<file path="config.mk">
export PLATFORM = sky130hd
export DESIGN_NAME = masked_byte_pattern_scanner
export DESIGN_NICKNAME = d
export VERILOG_FILES = /design/src/rtl/mbps_pkg.sv /design/src/rtl/mbps_cfg_regs.sv /design/src/rtl/mbps_window.sv /design/src/rtl/mbps_match.sv /design/src/rtl/masked_byte_pattern_scanner.sv
export SDC_FILE = /design/constraint.sdc
export NUM_CORES = 2
export LEC_CHECK = 0
export BUFFER_PORTS_ARGS = -buffer_cell sky130_fd_sc_hd__buf_2
export CAP_MARGIN = 5
export CELL_PAD_IN_SITES_DETAIL_PLACEMENT = 1
export CELL_PAD_IN_SITES_GLOBAL_PLACEMENT = 2
export CORE_ASPECT_RATIO = 1.4
export CORE_UTILIZATION = 45
export CTS_CLUSTER_DIAMETER = 80
export CTS_CLUSTER_SIZE = 28
export DETAILED_ROUTE_END_ITERATION = 7
export PLACE_DENSITY_LB_ADDON = 0.05
export SLEW_MARGIN = 20
export SYNTH_ARGS = -nofsm -noshare
export SYNTH_HDL_FRONTEND = slang
export SYNTH_SLANG_ARGS = --single-unit
export TNS_END_PERCENT = 1
</file>
<file path="constraint.sdc">
create_clock -name clk -period 18.1 [get_ports clk]
set_input_delay 1.81 -clock clk [delete_from_list [all_inputs] [get_ports clk]]
set_output_delay 1.81 -clock clk [all_outputs]
set_load 0.01 [all_outputs]
</file>
<file path="src/rtl/mbps_pkg.sv">
// Shared types, constants and helpers of the masked byte pattern scanner.
// Used by the configuration block, the window and compare stages and the top level.
package mbps_pkg;

	// Register indexes (byte address / 8)
	localparam logic [2:0] REG_PAT_A  = 3'd0;
	localparam logic [2:0] REG_PAT_B  = 3'd1;
	localparam logic [2:0] REG_PAT_C  = 3'd2;
	localparam logic [2:0] REG_PAT_D  = 3'd3;
	localparam logic [2:0] REG_CARE   = 3'd4;
	localparam logic [2:0] REG_LENGTH = 3'd5;

	localparam int unsigned ADDR_W    = 6;
	localparam int unsigned PAT_BYTES = 32;
	localparam int unsigned LEN_W     = 6;

	localparam logic [7:0]  NIB_LO    = 8'h0F;
	localparam logic [7:0]  NIB_HI    = 8'hF0;
	localparam logic [31:0] COUNT_MAX = 32'hFFFF_FFFF;

	// Scan settings handed from the register block to the compare stage
	typedef struct packed {
		logic [PAT_BYTES*8-1:0] pattern;  // byte k at bits 8k
		logic [2*PAT_BYTES-1:0] care;     // two care bits per byte
		logic [LEN_W-1:0]       length;
	} scan_cfg_t;

	function automatic logic [7:0] pat_byte(input logic [PAT_BYTES*8-1:0] p,
	                                        input logic [4:0] k);
		return p[{k, 3'b000} +: 8];
	endfunction

	// Care mask of pattern byte k: a clear bit makes that nibble a wildcard
	function automatic logic [7:0] pat_mask(input logic [2*PAT_BYTES-1:0] c,
	                                        input logic [4:0] k);
		logic [7:0] m;
		m = 8'h00;
		if (c[{k, 1'b0}]) m = m | NIB_LO;
		if (c[{k, 1'b1}]) m = m | NIB_HI;
		return m;
	endfunction

endpackage

</file>
<file path="src/rtl/mbps_cfg_regs.sv">
// APB register block of the scanner: pattern bytes, nibble care bits, length.
// Depends on mbps_pkg for register indexes and the settings struct.
module mbps_cfg_regs (
	input  logic                       clk,
	input  logic                       arst_n,
	input  logic                       psel,
	input  logic                       penable,
	input  logic                       pwrite,
	input  logic [mbps_pkg::ADDR_W-1:0] paddr,
	input  logic [63:0]                pwdata,
	output logic [63:0]                prdata,
	output logic                       pready,
	output mbps_pkg::scan_cfg_t        cfg
);
	import mbps_pkg::*;

	logic [3:0][63:0] pat_q;
	logic [63:0]      care_q;
	logic [LEN_W-1:0] length_q;
	logic             wr_en;
	logic [2:0]       reg_idx;

	assign pready  = 1'b1;
	assign wr_en   = psel && penable && pwrite && pready;
	assign reg_idx = paddr[5:3];

	// Register writes; unknown indexes are dropped
	always_ff @(posedge clk or negedge arst_n) begin
		if (!arst_n) begin
			pat_q    <= '0;
			care_q   <= '0;
			length_q <= LEN_W'(1);
		end else if (wr_en) begin
			case (reg_idx)
				REG_PAT_A:  pat_q[0] <= pwdata;
				REG_PAT_B:  pat_q[1] <= pwdata;
				REG_PAT_C:  pat_q[2] <= pwdata;
				REG_PAT_D:  pat_q[3] <= pwdata;
				REG_CARE:   care_q   <= pwdata;
				REG_LENGTH: length_q <= pwdata[LEN_W-1:0];
				default: ;
			endcase
		end
	end

	// Read back
	always_comb begin
		case (reg_idx)
			REG_PAT_A:  prdata = pat_q[0];
			REG_PAT_B:  prdata = pat_q[1];
			REG_PAT_C:  prdata = pat_q[2];
			REG_PAT_D:  prdata = pat_q[3];
			REG_CARE:   prdata = care_q;
			REG_LENGTH: prdata = {{(64-LEN_W){1'b0}}, length_q};
			default:    prdata = 64'd0;
		endcase
	end

	assign cfg.pattern = pat_q;
	assign cfg.care    = care_q;
	assign cfg.length  = length_q;

endmodule

</file>
<file path="src/rtl/mbps_window.sv">
// Input stage of the scanner: byte window shift line and segment byte count.
// Depends on mbps_pkg for the count limit.
module mbps_window #(
	parameter int unsigned MAX_PATTERN_BYTES = 32
) (
	input  logic        clk,
	input  logic        arst_n,
	input  logic        in_fire,       // request taken this cycle
	input  logic        in_ready,      // stage 1 may load
	input  logic        in_valid,
	input  logic [7:0]  data_byte,
	input  logic        segment_start,
	output logic        valid_s1,
	output logic [7:0]  window_q [MAX_PATTERN_BYTES],
	output logic [31:0] count_q
);
	import mbps_pkg::*;

	logic [31:0] count_base;

	assign count_base = segment_start ? 32'd0 : count_q;

	// Stage 1 occupancy
	always_ff @(posedge clk or negedge arst_n) begin
		if (!arst_n) begin
			valid_s1 <= 1'b0;
		end else if (in_ready) begin
			valid_s1 <= in_valid;
		end
	end

	// Window shift, newest byte at entry 0; segment start clears older bytes
	always_ff @(posedge clk or negedge arst_n) begin
		if (!arst_n) begin
			for (int i = 0; i < MAX_PATTERN_BYTES; i++) window_q[i] <= 8'h00;
			count_q <= 32'd0;
		end else if (in_fire) begin
			window_q[0] <= data_byte;
			for (int i = 1; i < MAX_PATTERN_BYTES; i++) begin
				window_q[i] <= segment_start ? 8'h00 : window_q[i-1];
			end
			if (count_base != COUNT_MAX) begin
				count_q <= count_base + 32'd1;
			end else begin
				count_q <= count_base;
			end
		end
	end

endmodule

</file>
<file path="src/rtl/mbps_match.sv">
// Compare stage of the scanner: masked parallel compare and result register.
// Depends on mbps_pkg for the settings struct and pattern helpers.
module mbps_match #(
	parameter int unsigned MAX_PATTERN_BYTES = 32
) (
	input  logic                clk,
	input  logic                arst_n,
	input  mbps_pkg::scan_cfg_t cfg,
	input  logic                valid_s1,
	input  logic [7:0]          window_q [MAX_PATTERN_BYTES],
	input  logic [31:0]         count_q,
	input  logic                out_ready,
	output logic                advance,
	output logic                out_valid_s2,
	output logic [31:0]         out_offset_s2
);
	import mbps_pkg::*;

	localparam int unsigned IDX_W   = (MAX_PATTERN_BYTES > 1) ? $clog2(MAX_PATTERN_BYTES) : 1;
	localparam logic [LEN_W-1:0] LEN_MAX = LEN_W'(MAX_PATTERN_BYTES);

	logic [LEN_W-1:0] len_eff;
	logic             hit;
	logic [31:0]      offset;

	assign advance = !out_valid_s2 || out_ready;
	assign len_eff = (cfg.length > LEN_MAX) ? LEN_MAX : cfg.length;
	assign offset  = count_q - {{(32-LEN_W){1'b0}}, len_eff};

	// Pattern byte j lines up with window entry len-1-j
	always_comb begin
		logic [LEN_W-1:0] idx;
		logic [7:0]       m;
		logic             mism;
		hit = (len_eff != '0) && (count_q >= {{(32-LEN_W){1'b0}}, len_eff});
		for (int j = 0; j < MAX_PATTERN_BYTES; j++) begin
			idx  = len_eff - LEN_W'(1) - LEN_W'(j);
			m    = pat_mask(cfg.care, 5'(j));
			mism = ((window_q[idx[IDX_W-1:0]] ^ pat_byte(cfg.pattern, 5'(j))) & m) != 8'h00;
			if ((LEN_W'(j) < len_eff) && mism) hit = 1'b0;
		end
	end

	// Result register
	always_ff @(posedge clk or negedge arst_n) begin
		if (!arst_n) begin
			out_valid_s2 <= 1'b0;
		end else if (advance) begin
			out_valid_s2 <= valid_s1 && hit;
		end
	end

	always_ff @(posedge clk) begin
		if (advance && valid_s1 && hit) begin
			out_offset_s2 <= offset;
		end
	end

endmodule

</file>
<file path="src/rtl/masked_byte_pattern_scanner.sv">
// Masked byte pattern scanner: top level joining registers, window and compare.
// Depends on mbps_pkg, mbps_cfg_regs, mbps_window and mbps_match.
//
// Takes one byte per clock and reports the segment offset of every match of a
// pattern of up to 32 bytes with per-nibble wildcards; matches may overlap.
// Each request passes the window stage, which shifts the byte into the window
// and counts it, then the compare stage, which does the masked compare of all
// pattern bytes in parallel into the result register. Both stages advance
// together, so a new byte is accepted every cycle while results are taken;
// when a result is held, one further byte is still accepted into the window
// stage. Registers are 64 bits wide at byte address 8*i; program them only
// while the stream is idle. The offset count saturates at 0xFFFFFFFF.
module masked_byte_pattern_scanner #(
	parameter int unsigned MAX_PATTERN_BYTES = 32
) (
	input  logic                        clk,
	input  logic                        arst_n,
	// configuration port
	input  logic                        psel,
	input  logic                        penable,
	input  logic                        pwrite,
	input  logic [mbps_pkg::ADDR_W-1:0] paddr,
	input  logic [63:0]                 pwdata,
	output logic [63:0]                 prdata,
	output logic                        pready,
	// input stream
	input  logic                        s_tvalid,
	output logic                        s_tready,
	input  logic [7:0]                  s_tdata,   // [7:0] data_byte
	input  logic                        s_tuser,   // [0] segment_start
	// result stream
	output logic                        m_tvalid,
	input  logic                        m_tready,
	output logic [31:0]                 m_tdata    // [31:0] match_offset
);
	import mbps_pkg::*;

	scan_cfg_t   cfg;
	logic        advance;
	logic        valid_s1;
	logic [7:0]  window_q [MAX_PATTERN_BYTES];
	logic [31:0] count_q;
	logic        in_fire;

	assign s_tready = !valid_s1 || advance;
	assign in_fire  = s_tvalid && s_tready;

	mbps_cfg_regs u_cfg (
		.clk     (clk),
		.arst_n  (arst_n),
		.psel    (psel),
		.penable (penable),
		.pwrite  (pwrite),
		.paddr   (paddr),
		.pwdata  (pwdata),
		.prdata  (prdata),
		.pready  (pready),
		.cfg     (cfg)
	);

	mbps_window #(
		.MAX_PATTERN_BYTES (MAX_PATTERN_BYTES)
	) u_window (
		.clk           (clk),
		.arst_n        (arst_n),
		.in_fire       (in_fire),
		.in_ready      (s_tready),
		.in_valid      (s_tvalid),
		.data_byte     (s_tdata),
		.segment_start (s_tuser),
		.valid_s1      (valid_s1),
		.window_q      (window_q),
		.count_q       (count_q)
	);

	mbps_match #(
		.MAX_PATTERN_BYTES (MAX_PATTERN_BYTES)
	) u_match (
		.clk           (clk),
		.arst_n        (arst_n),
		.cfg           (cfg),
		.valid_s1      (valid_s1),
		.window_q      (window_q),
		.count_q       (count_q),
		.out_ready     (m_tready),
		.advance       (advance),
		.out_valid_s2  (m_tvalid),
		.out_offset_s2 (m_tdata)
	);

endmodule

</file>
* Word level (Yosys, flattened, before mapping)
Cells that the tools add are included.
** Storage, ports and cells
- Bits in registers :: 648
- Latch bits :: 0
- Memory bits (writable) :: 0
- Bits in read-only memories :: 0
- Input bits :: 86
- Output and inout bits :: 99
- Word-level logic and storage cells :: 554
- Memories :: 0
** Cells by class
- Add/sub/neg operators :: 34
- Multipliers :: 0
- Div/mod/pow operators :: 0
- $lt $le $gt $ge :: 66
- Equal/unequal tests :: 6
- Shift-type cells :: 0
- Mux-type cells :: 227
- Bitwise logic cells :: 96
- Reductions and logical operators :: 83
** Operators with widths (count)
- 8-bit binary-select mux with 5-bit select :: 32
- 8-bit 2-to-1 mux :: 127
- 64-bit case mux with 6 select lines :: 1
- 8-bit AND :: 32
- 8-bit nonzero test :: 32
- 8-bit XOR :: 32
- 6-bit >= comparator, second input constant :: 32
- 5-bit inverter with 6-bit output :: 32
- 4-bit 2-to-1 mux :: 32
- 5-bit by 6-bit less-than comparator with 1-bit output, first input constant :: 16
- 5-bit subtractor, second input constant :: 16
- 32-bit 2-to-1 mux :: 2
- 4-bit by 6-bit less-than comparator with 1-bit output, first input constant :: 8
- 5-bit by 4-bit subtractor with 5-bit output, second input constant :: 8
- 1-bit logical AND :: 39
- 32-bit by 1-bit adder with 32-bit output, second input constant :: 1
- 32-bit by 6-bit >= comparator with 1-bit output :: 1
- 1-bit 2-to-1 mux :: 32
- 32-bit inequality test, second input constant :: 1
- 32-bit by 6-bit subtractor with 32-bit output :: 1
- 3-bit by 6-bit less-than comparator with 1-bit output, first input constant :: 4
- 5-bit by 3-bit subtractor with 5-bit output, second input constant :: 4
- 1-bit by 6-bit less-than comparator with 1-bit output, first input constant :: 2
- 2-bit by 6-bit less-than comparator with 1-bit output, first input constant :: 2
- 12 further kinds :: 23

* Depth between registers and ports, before layout
- Depth after elaboration :: 44
- Depth in mapped cells :: 30
- Depth with buffers taken out :: 18

* Cells and area by module
Synthesis repeated with hierarchy kept, for this count alone.
** Unflattened totals
- Cells, all modules :: 5288
- Area total of the unflattened synthesis :: 54788.8 µm²
** By module, submodules not included
- mbps_match :: times used 1, cells each 3182, area an instance 27382.5 µm², seq. area each 985.9 µm²
- mbps_cfg_regs :: times used 1, cells each 1074, area an instance 15003.1 µm², seq. area each 8159.1 µm²
- mbps_window :: times used 1, cells each 1030, area an instance 12380.6 µm², seq. area each 7231.9 µm²
- masked_byte_pattern_scanner :: times used 1, cells each 2, area an instance 22.5 µm², seq. area each 0.0 µm²

* Worst setup path after synthesis
No wires, ideal clock.
- Path type :: reg-to-reg
- Start point :: register u_cfg.length_q[5]
- End point :: register u_match.out_offset_s2[0], enable pin
- Library setup time :: 0.441 ns
- Arrival time :: 8.086 ns
- Data required time :: 17.659 ns
- Setup slack :: 9.573 ns
- Stages on the path, launching flop included :: 29
- Path buffers :: 10
- Period minus slack after synthesis :: 8.527 ns
- Cells stage by stage :: dfrtp_1 buf_2 nand2b_1 clkbuf_1 buf_2 buf_2 buf_1 ha_1 buf_2 nand2b_1 o21ai_1 nor2_4 inv_2 buf_2 buf_2 ha_1 clkbuf_1 nand2_1 or3_1 clkbuf_1 nand2_1 mux4_2 xor2_1 o2111ai_1 o31ai_1 o2111ai_1 nor4_1 nand4_1 nor4_2
** On the way
- Cells in the longest elaborated chain, start to end :: 44
- Elaborated cells on any way between the ends :: 358
- Those cells by class :: add/sub (32); order compare (34); mux (129); bitwise (96); reduce/logical (67)
** RTL lines
- start: declaration :: line mbps_cfg_regs.sv:19 : logic [LEN_W-1:0] length_q;
- start signal: assignment :: line mbps_cfg_regs.sv:40 : REG_LENGTH: length_q <= pwdata[LEN_W-1:0];
- 6-bit > comparator :: line mbps_match.sv:27 : assign len_eff = (cfg.length > LEN_MAX) ? LEN_MAX : cfg.length;
- 6-bit 2-to-1 mux (*) :: line mbps_match.sv:27
- 5-bit by 1-bit subtractor with 5-bit output :: line mbps_match.sv:37 : idx = len_eff - LEN_W'(1) - LEN_W'(j);
- 5-bit by 1-bit subtractor with 5-bit output or 5-bit inverter with 6-bit output (tied branches) :: line mbps_match.sv:37, mbps_match.sv:39
- 5-bit inverter with 6-bit output (implied by the code) or 8-bit binary-select mux with 5-bit select (tied branches) :: line mbps_match.sv:39 : mism = ((window_q[idx[IDX_W-1:0]] ^ pat_byte(cfg.pattern, 5'(j))) & m) != 8'h00;
- 8-bit binary-select mux with 5-bit select or 8-bit 2-to-1 mux (tied branches) :: line mbps_match.sv:39
- 8-bit 2-to-1 mux (implied by the code) :: line mbps_match.sv:39
- 8-bit 2-to-1 mux (implied by the code) or 8-bit XOR (tied branches) :: line mbps_match.sv:39
- 8-bit XOR or 8-bit AND (tied branches) :: line mbps_match.sv:39
- 8-bit AND or 8-bit nonzero test (tied branches) :: line mbps_match.sv:39
- 8-bit nonzero test or 1-bit logical AND (tied branches) :: line mbps_match.sv:39, mbps_match.sv:40
- 1-bit logical AND or 1-bit 2-to-1 mux (tied branches) :: line mbps_match.sv:40 : if ((LEN_W'(j) < len_eff) && mism) hit = 1'b0;
- 1-bit 2-to-1 mux (30 in series) :: line mbps_match.sv:40
- 1-bit 2-to-1 mux (*) :: line mbps_match.sv:40
- 1-bit logical AND (*) :: line mbps_match.sv:54 : if (advance && valid_s1 && hit) begin
- end signal: assignment :: line mbps_match.sv:55 : out_offset_s2 <= offset;
- end: declaration :: line mbps_match.sv:15 : output logic [31:0] out_offset_s2
Mark *: on every way between the ends. The rest lies on a longest branch, timed or not. The select of a mux whose other input is x is not followed.
A chain may end at the register's enable or synchronous reset.

* Worst setup path after layout
- Start point :: register u_cfg.length_q[0]
- End point :: register u_match.out_offset_s2[27], enable pin
The elaborated chain is that of the path after synthesis.

==> impl_metrics.env <==
export IMPL_wl_per_cell_um=36.90
export IMPL_synth_seq_cells=648
export IMPL_fin_cells=6838
export IMPL_worst_path_buf_inv=3
export IMPL_setup_viol=0
export IMPL_die_area_um2=119000
export IMPL_crit_chain="nand2b_4 > inv_8 > ha_4 > buf_4 > ha_1 > nor2b_1 > o21ai_0 > nand4_1 > nand2_2 > mux4_2 > mux2i_1 > xor2_1 > o21ai_1 > or4_1 > a311oi_1 > nand3_1 > nor4_4 > buf_4"
export IMPL_die_w_um=291.9
export IMPL_drt_iter0_drc=4825
export IMPL_io_pins=185
export IMPL_start_util=0.4545
export IMPL_final_nets=5412
export IMPL_drtPass1Iterations=5
export IMPL_hold_path_class="reg2reg"
export IMPL_critPathMostFrequentCell="buf_4"
export IMPL_report_final_slew_viol_count=0
export IMPL_htree_levels=2
export IMPL_synth_warnings=0
export IMPL_cp_top_family="simple AND/OR/NAND/NOR gates"
export IMPL_grt_max_degree=197
export IMPL_rsz0062_at_grt="no"
export IMPL_finalPower_uw=7337
export IMPL_syn_area_um2=52940
export IMPL_fillers=12976
export IMPL_num_vias=47586
export IMPL_clock_path_buffers=3
export IMPL_antenna_found_initial=10
export IMPL_cp_max_fo=66
export IMPL_synth_area_per_cell_um2=9.822
export IMPL_clock_latency_ns=0.67
export IMPL_fin_ws_ns=9.040
export IMPL_fmax_mhz=110.4
export IMPL_root_buffer="clkbuf_16"
export IMPL_worst_pin_slew_ns=1.283
export IMPL_cts_setup_buffers=0
export IMPL_hold_buffers=0
export IMPL_cts_resized=0
export IMPL_routed_wl_um=252400
export IMPL_row_count=148
export IMPL_drt_drc_violations_left=0
export IMPL_cp_slowest_stage_delay_ns=0.88
export IMPL_p_leak_uw=0.02390
export IMPL_p_per_area_nw_per_um2=129.6
export IMPL_ir_worst_vdd_uv=119.0
export IMPL_synthCells=5390
export IMPL_min_period_over_period=0.5005
export IMPL_synth_edf_count=32
export IMPL_gp_congestion=0.9977
export IMPL_path_class="reg2reg"
export IMPL_antenna_left=0
export IMPL_clock_skew_ns=0.04073
export IMPL_start_kind="register"
export IMPL_cts_sinks=648
export IMPL_max_cap_viol_count=0
export IMPL_hpwlAfterDp_um=191200
export IMPL_cts_made_buffers=42
export IMPL_slew_headroom=0.1413
export IMPL_grt_pass1_vias=47123
export IMPL_worstPathArrival_ns=9.37
export IMPL_area_growth_pct=6.977
export IMPL_core_area_um2=116500
export IMPL_post_drt_via_cell_ratio=6.959
export IMPL_synth_flop_cell="dfrtp_1"
export IMPL_placed_cells=6756
export IMPL_cpMaxStageDelayCell="a311oi_1"
export IMPL_grt_first_pass_wirelength_um=357600
export IMPL_status="finished clean"
export IMPL_path_clk_slew_ns=0.11
export IMPL_fin_setup_tns_ns=0
export IMPL_final_seq_area_um2=16390
export IMPL_track_usage=0.4196
export IMPL_io_buffers=180
export IMPL_cts_tree="yes"
export IMPL_die_y_um=407.8
export IMPL_synth_seq_area_share=0.3093
export IMPL_period_minus_slack_ns=9.060
export IMPL_place_ws_ns=9.008
export IMPL_crit_path_end_kind="register"
export IMPL_drive_above_1_share=0.2209
export IMPL_hold_viol_final=0
export IMPL_gr_total_overflow=0
export IMPL_required_ns=18.41
export IMPL_synthDistinctLibCells=99
export IMPL_multi_input_area_um2=34410
export IMPL_ys_async_sr_fraction=0.9506
export IMPL_syn_num_nets=5502
## per-layer routing
metal  routed length [µm]  global-route usage
met1                98800              0.5390
met5                   47                   0
met3                19960             0.07680
met2               112900              0.6450
met4                20670              0.2816
## final cells by class
| class | count | area share |
|---|---|---|
| clock inverters | 32 | 0.009610 |
| flip-flops and latches | 648 | 0.2894 |
| inverters | 116 | 0.007821 |
| multi-input cells | 4195 | 0.6075 |
| repair buffers | 297 | 0.03316 |
| diodes | 5 | 0.0002209 |
| well taps | 1500 | 0.03314 |
| clock buffers | 45 | 0.01913 |
## report_power, final
group          switching (µW)  total [µW]  internal [µW]
Clock                     656        1180            527
Sequential                231        1850           1620
Combinational            2800        4310           1500
Total                    3690        7340           3650
## metrics by stage
step | area [µm²] | hold WS (ns) | util
2_1_floorplan | 52940 | 0.4498 | -
3_3_place_gp | 54950 | 0.4625 | 0.4718
3_5_place_dp | 54990 | 0.4863 | 0.4721
4_1_cts | 56610 | 0.5095 | 0.4860
5_1_grt | 56630 | 0.5652 | 0.4862
6_report | 56630 | 0.5126 | 0.4862
## cell families after synthesis
kind of cell	after synthesis	synth area share
AO/OA/AOI/OAI	1007	0.1279
XOR/XNOR	313	0.05270
adder cells (fa/ha/maj)	26	0.006287
buffers and inverters	547	0.04424
flip-flops	648	0.3093
multiplexers	1123	0.3002
other	1	0.00007083
AND/OR/NAND/NOR	1725	0.1593
## cell usage after synthesis (11+ instances only)
master	number	area, µm²
nand2_1	858	3221
dfrtp_1	615	15390
mux2i_1	404	4044
mux2_2	386	4347
mux4_2	333	7500
clkbuf_1	248	930.9
nand3b_1	246	1847
o21ai_0	215	1076
nor2_1	205	769.5
a21oi_1	183	915.9
xnor2_1	157	1375
xor2_1	151	1323
inv_1	104	390.4
nand3_1	91	455.4
a211oi_1	87	653.1
buf_2	84	420.4
o22ai_1	80	500.5
buf_1	67	251.5
nor3_1	67	335.3
o211ai_1	51	382.9
a31oi_1	42	262.8
a22oi_1	39	292.8
o31ai_1	38	285.3
and3_1	32	200.2
and3b_1	32	280.3
edfxtp_1	32	960.9
nand4_1	32	200.2
and2_1	29	181.4
nor2b_1	27	168.9
ha_1	25	312.8
a221oi_1	22	192.7
nor4_1	22	137.6
a21o_1	19	142.6
o32ai_1	19	166.4
buf_6	17	191.4
nand2b_1	15	93.84
a311oi_1	14	122.6
buf_4	14	105.1
o221ai_1	14	122.6
a22o_1	13	113.9
a32oi_1	13	113.9
nor3b_1	12	90.09
o2111ai_1	11	96.34
o211a_1	11	110.1
o31a_1	11	96.34
## state kept, by name (all words and copies together), names as in the netlist
signal / cells
u_cfg.cfg: 256
u_match.out_offset_s2: 32
u_window.count_q: 32
u_cfg.length_q: 6
u_window.window_q: 256
u_window.valid_s1: 1
u_cfg.care_q: 64
u_match.out_valid_s2: 1
## final timing paths
check / from / to / slack, ns / cells after the start
min reg2reg: u_window.count_q[0] / u_window.count_q[0] / 0.51 / 2
max in group asynchronous: arst_n / u_window.window_q[119] / 13.79 / 4
min in group asynchronous: arst_n / u_cfg.care_q[32] / 1.18 / 1
max: u_cfg.length_q[0] / u_match.out_offset_s2[27] / 9.04 / 18
max reg2reg: u_cfg.length_q[0] / u_match.out_offset_s2[27] / 9.04 / 18
min: u_window.count_q[0] / u_window.count_q[0] / 0.51 / 2
## cell usage in the layout, fill, tap and decap left out, types with 13 or more instances in the layout
master,n
a211oi_1,87
a21o_1,19
a21oi_1,183
a221oi_1,22
a22o_1,13
a22oi_1,39
a311oi_1,14
a31oi_1,42
a32oi_1,13
and2_1,28
and3_1,32
and3b_1,32
buf_2,176
buf_4,112
clkbuf_16,43
dfrtp_1,613
edfxtp_1,32
ha_1,21
inv_1,103
mux2_2,386
mux2i_1,404
mux4_2,333
nand2_1,856
nand3_1,91
nand3b_1,246
nand4_1,32
nor2_1,200
nor2b_1,26
nor3_1,65
nor4_1,21
o211ai_1,51
o21ai_0,215
o221ai_1,14
o22ai_1,80
o31ai_1,38
o32ai_1,19
xnor2_1,153
xor2_1,151
## worst register-to-register path: stages (launching register included)
cell and delay (ns):
dfstp_4 0.74, nand2b_4 0.37, inv_8 0.64, ha_4 0.22
buf_4 0.64, ha_1 0.49, nor2b_1 0.11, o21ai_0 0.25
nand4_1 0.43, nand2_2 0.76, mux4_2 0.74, mux2i_1 0.21
xor2_1 0.18, o21ai_1 0.09, or4_1 0.66, a311oi_1 0.89
nand3_1 0.44, nor4_4 0.34, buf_4 0.46
(Power assumes the default switching activity.)
